--- src/hw/rtl/tjc_pkg.sv ---
`timescale 1ns / 1ps

package tjc_pkg;

  localparam int unsigned CHAR_W = 8;

  typedef logic [CHAR_W-1:0] char_t;

  // Character codes that the classification rules single out.
  localparam char_t CH_QUOTE   = 8'h22;
  localparam char_t CH_DOLLAR  = 8'h24;
  localparam char_t CH_PERCENT = 8'h25;
  localparam char_t CH_APOS    = 8'h27;
  localparam char_t CH_LPAREN  = 8'h28;
  localparam char_t CH_RPAREN  = 8'h29;
  localparam char_t CH_COMMA   = 8'h2C;
  localparam char_t CH_DASH    = 8'h2D;
  localparam char_t CH_PERIOD  = 8'h2E;
  localparam char_t CH_ZERO    = 8'h30;
  localparam char_t CH_NINE    = 8'h39;
  localparam char_t CH_COLON   = 8'h3A;
  localparam char_t CH_SEMI    = 8'h3B;
  localparam char_t CH_QUEST   = 8'h3F;
  localparam char_t CH_UP_A    = 8'h41;
  localparam char_t CH_UP_I    = 8'h49;
  localparam char_t CH_BTICK   = 8'h60;
  localparam char_t CH_LO_A    = 8'h61;
  localparam char_t CH_LO_I    = 8'h69;
  localparam char_t CH_LO_S    = 8'h73;
  localparam char_t CH_LO_T    = 8'h74;
  localparam char_t CH_LO_Z    = 8'h7A;
  localparam char_t CASE_BIT   = 8'h20;

  // Sticky per-word flags.
  typedef struct packed {
    logic letter_seen;
    logic digit_seen;
    logic non_comma_seen;
    logic odd_seen;
    logic apostrophe_pending;
  } flags_t;

  function automatic logic is_letter(input char_t c);
    char_t lower;
    lower = c | CASE_BIT;
    return (lower >= CH_LO_A) && (lower <= CH_LO_Z);
  endfunction

  function automatic logic is_digit(input char_t c);
    return (c >= CH_ZERO) && (c <= CH_NINE);
  endfunction

  // Punctuation that is fine as the last character of a word.
  function automatic logic ok_at_end(input char_t c);
    return (c == CH_PERIOD) || (c == CH_COMMA) || (c == CH_COLON) ||
           (c == CH_QUOTE) || (c == CH_SEMI) || (c == CH_APOS) ||
           (c == CH_QUEST) || (c == CH_PERCENT) || (c == CH_RPAREN);
  endfunction

  // Punctuation that is fine as the first character of a word.
  function automatic logic ok_at_start(input char_t c);
    return (c == CH_QUOTE) || (c == CH_APOS) || (c == CH_DOLLAR) ||
           (c == CH_BTICK) || (c == CH_LPAREN);
  endfunction

  // One-character words that are real words (or a lone dash).
  function automatic logic ok_single(input char_t c);
    return (c == CH_UP_A) || (c == CH_LO_A) || (c == CH_UP_I) ||
           (c == CH_LO_I) || (c == CH_DASH);
  endfunction

endpackage

--- src/hw/rtl/token_junk_classifier.sv ---
`timescale 1ns / 1ps

// Word junk classifier.
// The input channel (in_valid / in_ready) carries one character of a
// whitespace-free word per transaction, with is_first and is_last marking
// the word's boundaries. The output channel (out_valid / out_ready) carries
// one transaction per word, on the word's last character, whose is_junky bit
// is the verdict. Characters that are not last produce no output.
// A character is captured in an input register; short logic then updates the
// sticky word flags and, for a last character, forms the verdict, which is
// loaded into the output register as soon as that register is free; the
// output transaction completes when the receiver accepts the verdict.
// Throughput is one character per cycle; the only limit is the single output
// register, which is shared with the next word's verdict.
// When the receiver stalls, characters that are not last keep flowing; a last
// character waits in the input register until the output register frees,
// and in_ready stays low while it waits.
// The synchronous reset rst clears the valid bits and all word flags; the
// payload registers keep whatever they held.
module token_junk_classifier (
  input  logic                   clk,
  input  logic                   rst,
  input  logic                   in_valid,
  output logic                   in_ready,
  input  logic [tjc_pkg::CHAR_W-1:0] char_code,
  input  logic                   is_first,
  input  logic                   is_last,
  output logic                   out_valid,
  input  logic                   out_ready,
  output logic                   is_junky
);

  // Input register.
  logic                s1_valid;
  tjc_pkg::char_t      s1_char;
  logic                s1_first;
  logic                s1_last;

  // Word flags as left by the characters processed so far.
  tjc_pkg::flags_t     flags;
  tjc_pkg::flags_t     flags_next;
  tjc_pkg::flags_t     cur;

  logic out_free;
  logic s1_go;
  logic s1_fire;
  logic verdict;

  assign out_free = !out_valid || out_ready;
  // A character that is not last needs no room at the output.
  assign s1_go    = !s1_last || out_free;
  assign s1_fire  = s1_valid && s1_go;
  assign in_ready = !s1_valid || s1_go;

  always_ff @(posedge clk) begin
    if (rst) begin
      s1_valid <= 1'b0;
    end else if (in_ready) begin
      s1_valid <= in_valid;
    end
    if (in_ready && in_valid) begin
      s1_char  <= char_code;
      s1_first <= is_first;
      s1_last  <= is_last;
    end
  end

  // Flag update for the character in the input register.
  always_comb begin
    cur = s1_first ? '0 : flags;

    // An apostrophe inside the word is only fine as a final 't or 's.
    if (cur.apostrophe_pending) begin
      if (!(s1_last && ((s1_char == tjc_pkg::CH_LO_T) ||
                        (s1_char == tjc_pkg::CH_LO_S)))) begin
        cur.odd_seen = 1'b1;
      end
      cur.apostrophe_pending = 1'b0;
    end

    if (tjc_pkg::is_letter(s1_char)) begin
      cur.letter_seen = 1'b1;
    end else if (tjc_pkg::is_digit(s1_char)) begin
      cur.digit_seen = 1'b1;
    end else begin
      if (s1_char != tjc_pkg::CH_COMMA) begin
        cur.non_comma_seen = 1'b1;
      end
      if (s1_last && tjc_pkg::ok_at_end(s1_char)) begin
        cur.odd_seen = cur.odd_seen;
      end else if (s1_first && tjc_pkg::ok_at_start(s1_char)) begin
        cur.odd_seen = cur.odd_seen;
      end else if ((s1_char == tjc_pkg::CH_PERIOD) && !s1_first) begin
        cur.odd_seen = cur.odd_seen;
      end else if (s1_char == tjc_pkg::CH_DASH) begin
        cur.odd_seen = cur.odd_seen;
      end else if ((s1_char == tjc_pkg::CH_APOS) && !s1_last) begin
        cur.apostrophe_pending = 1'b1;
      end else begin
        cur.odd_seen = 1'b1;
      end
    end

    // The first matching rule decides the verdict.
    if (s1_first && !tjc_pkg::ok_single(s1_char)) begin
      verdict = 1'b1;
    end else if (cur.digit_seen && !cur.letter_seen && !cur.non_comma_seen) begin
      verdict = 1'b0;
    end else if (cur.letter_seen && cur.digit_seen) begin
      verdict = 1'b1;
    end else begin
      verdict = cur.odd_seen;
    end

    // Flags start fresh after a word ends.
    flags_next = s1_last ? '0 : cur;
  end

  always_ff @(posedge clk) begin
    if (rst) begin
      flags <= '0;
    end else if (s1_fire) begin
      flags <= flags_next;
    end
  end

  // Output register.
  always_ff @(posedge clk) begin
    if (rst) begin
      out_valid <= 1'b0;
    end else if (s1_fire && s1_last) begin
      out_valid <= 1'b1;
    end else if (out_ready) begin
      out_valid <= 1'b0;
    end
    if (s1_fire && s1_last) begin
      is_junky <= verdict;
    end
  end

  // The flags are clear after a word's last character has been processed.
  a_flags_clear_after_word: assert property (@(posedge clk) disable iff (rst)
    s1_fire && s1_last |=> flags == '0)
    else $error("word flags not cleared after the last character");

  // A character that is not last never creates an output transaction.
  a_no_result_mid_word: assert property (@(posedge clk) disable iff (rst)
    s1_fire && !s1_last && (!out_valid || out_ready) |=> !out_valid)
    else $error("output produced for a character that is not last");

  // The input only stalls behind a finished word whose verdict is blocked.
  a_stall_reason: assert property (@(posedge clk) disable iff (rst)
    !in_ready |-> s1_valid && s1_last && out_valid && !out_ready)
    else $error("input stalled without a blocked verdict");

  // A one-character word made of a plain letter other than A or I is junk; checked here for t.
  a_single_char_junk: assert property (@(posedge clk) disable iff (rst)
    s1_fire && s1_first && s1_last && (s1_char == tjc_pkg::CH_LO_T)
    |=> out_valid && is_junky)
    else $error("one-character word not reported as junk");

endmodule
--- config.mk ---
export PLATFORM = sky130hd
export DESIGN_NAME = token_junk_classifier
export DESIGN_NICKNAME = d
export VERILOG_FILES = /design/src/hw/rtl/tjc_pkg.sv /design/src/hw/rtl/token_junk_classifier.sv
export SDC_FILE = /design/constraint.sdc
export NUM_CORES = 1
export LEC_CHECK = 0
export BUFFER_PORTS_ARGS = -buffer_cell sky130_fd_sc_hd__buf_2
export CAP_MARGIN = 15
export CORE_MARGIN = 5
export CORE_UTILIZATION = 30
export CTS_CLUSTER_DIAMETER = 100
export DETAILED_ROUTE_END_ITERATION = 7
export GPL_ROUTABILITY_DRIVEN = 0
export SYNTH_ARGS = -nofsm -noshare
export SYNTH_HDL_FRONTEND = slang
export SYNTH_SLANG_ARGS = --single-unit
--- constraint.sdc ---
create_clock -name clk -period 2 [get_ports clk]
set_input_delay 0.3 -clock clk [delete_from_list [all_inputs] [get_ports clk]]
set_output_delay 0.3 -clock clk [all_outputs]
set_load 0.02 [all_outputs]
==> out/metrics.cfg <==
[floorplanning]
num_rows=22
fp.dieW_um=70.6
die-area_sq_um=4980
die_h_um=70.6
start_util_pct=30.5
ios=17
core-area_sq_um=3610

[setup_path]
critPathLaunch=s1_char[2]
r2r-end=is_junky
startpoint_type=flip-flop
arrival_ns=1.98
crit_path_end=is_junky
max_stage_delay_ns=0.49
rrSetupSlack_ns=0.003
reg2regPathDepth=6
slowest_stage=edfxtp_1
crit_type=reg2reg
crit_path_max_fanout=6
rr_startpoint=s1_char[2]
crit_required_ns=1.99
crit_chain=buf_6, nor4_4, nand2_1, o32a_4, a41oi_2, o311ai_2
setup.worst_path.end_class=flip-flop

[synthesis]
yosysWarnings=0
synth_edf_count=11
synthTopCellsByArea=edfxtp_1 30%, dfxtp_1 13%, nand2_1 3.8%
syn_area_per_cell_sq_um=9.49
yosysUniqueCellTypes=43
ys_ff_latch=18
ys_seq_area_share_pct=42.7
synth_top_area_cell=edfxtp_1
synthFlopType=edfxtp_1
synth_top_cell_area_share_pct=30.0
synth_cells=116
synthesis.nets=130
syn_area_sq_um=1100
synthArstFlopShare_pct=0

[clock_network]
clock_sinks=18
worstSkewPairLatency_ns=0.25
cts.hold.buffers_added=0
h-tree-depth=1
root_buffer=clkbuf_8
cts_tree=built
clockBufferDepth=2
cts_buffers=3
path_clk_slew_ns=0.07

[timing]
max_slew.worst_pin.slew_ns=0.378
setup_viol=0
skew_ns=0.00271
max_slew_margin_pct=74.8
max_clock_freq_mhz=501
period_share_pct=99.9
fin_crit_ns=2.00
finalSetupTns_ns=0
drv_slew=0
finalHoldViolCount=0
grt_setup_unrepaired=true
hold_ws_ns=0.218

[detailed_routing]
drt_drc_violations_left=0
wire_per_inst_um=13.3
drtIter0Drc=38
via_per_inst=5.16
ant_nets=0
vias=1002
firstDrtPassIters=4
routed_wl_um=2580

[pwr]
intPower_w=0.000619
combinationalPowerShare_pct=16.4
leakage_nw=0.509
power_density_nw_per_um2=580
clkPwrFrac_pct=31.3
switching_share_pct=24.8
seqPwrFrac_pct=52.3
ir_drop_uv=247
netSwitchingPower_w=0.000204

[cells_and_area]
stdcell_count=194
drive_above_1_share_pct=32.2
nets=161
area_delta_synth_final_pct=29.1
final_cell_mix=16 x buf_2, 16 x buf_4, 11 x nand2_1, 11 x edfxtp_1, 10 x nor2_1
antenna_cells=0

[global_routing]
grt_pass1_wl_um=4150
antenna_found_initial=0
grt_pass1_vias=998
grt-ovfl-total=0
grt_max_degree=11
track_usage_pct=10.1

[status]
outcome=complete, no violations

[placed_design]
io_buffers=16
dp.cells=183
hpwl_um=1850

[hold_path]
hp-class=in2reg

[job]
drv_cap=0

==> area by class of cell <==
cell class	count	area, sq um
multi-input combinational	85	612
inverter	6	22.5
tap	48	60.1
timing repair buffer	33	211
sequential	18	470
clock buffer	4	45.0
fill	344	2180
==> cell usage after synthesis, types with 2 or more instances <==
cell type / instances
nand2b_1: 2
dfxtp_1: 7
nand3b_1: 4
o21ai_0: 2
a21oi_1: 7
nor3_1: 2
nand3_1: 5
buf_4: 2
inv_1: 6
nor2_1: 10
o31a_1: 2
edfxtp_1: 11
a32oi_1: 2
a31oi_1: 2
nor4b_1: 2
clkbuf_1: 2
buf_6: 3
nand2_1: 11
or3b_1: 2
nand4_1: 2
nor2b_1: 3
xnor2_1: 2
o21ai_1: 3
nor3b_1: 3
==> flip-flops by register name (all words and copies together) (netlist names) <==
name	flops
s1_first	1
s1_last	1
out_valid	1
flags	5
is_junky	1
s1_char	8
s1_valid	1
==> power groups by stage <==
stage | sequential, W | combinational, W | clock (W)
after detailed placement | 0.000439 | 0.000113 | 0
after global routing | 0.000434 | 0.000149 | 0.000284
after floorplan | 0.000432 | 0.0000812 | 0
after global placement | 0.000438 | 0.000112 | 0
after CTS | 0.000431 | 0.000113 | 0.000266
final | 0.000431 | 0.000135 | 0.000258
==> worst max-delay path, delay by kind of cell (launching register included) <==
kind                   cells  cell delay, ns
AOI/OAI and AO/OA          3            0.69
and+or+nand+nor            2            0.37
buffers and inverters      1            0.18
DFF                        1            0.49
==> through the flow <==
stage | worst slack (ns) | cell area [sq um] | power (W) | utilization [%]
detailed placement | 0.0271 | 1260 | 0.000552 | 34.9
global placement | 0.0934 | 1260 | 0.000549 | 34.9
global route | -0.0848 | 1420 | 0.000866 | 39.4
finish | 0.00265 | 1420 | 0.000824 | 39.4
CTS | 0.0237 | 1310 | 0.000810 | 36.2
floorplan | 0.194 | 1100 | 0.000513 | -
==> worst min-delay path by stage <==
stage	start	endpoint	slack, ns	depth (start not counted)
5_1_grt	char_code[2]	s1_char[2]	0.21	1
3_5_place_dp	flags[0]	flags[0]	0.45	2
3_3_place_gp	flags[0]	flags[0]	0.45	2
4_1_cts	char_code[7]	s1_char[7]	0.21	1
6_report	char_code[7]	s1_char[7]	0.22	1
2_1_floorplan	rst	flags[0]	0.37	1
==> metal layers <==
metal  wire (um)  global-route usage, %
met5           0                      0
met1        1080                   11.8
met3          89                  0.994
met2        1350                   17.6
met4          61                   6.47
==> what timing repair did <==
item	4_1_cts	5_1_grt
buffers inserted	0	7
gates resized for setup	0	9
setup endpoints to repair	0	1
==> logic make-up (layout without fill, tap and decap cells) <==
logic type	after synthesis	count (layout)	synth area share, %
flops	18	18	42.7
simple gates	52	52	26.6
xor+xnor	2	2	1.59
compound gates	31	31	21.9
buf+inv	13	43	7.16
Power figures use the tool's default switching activity.
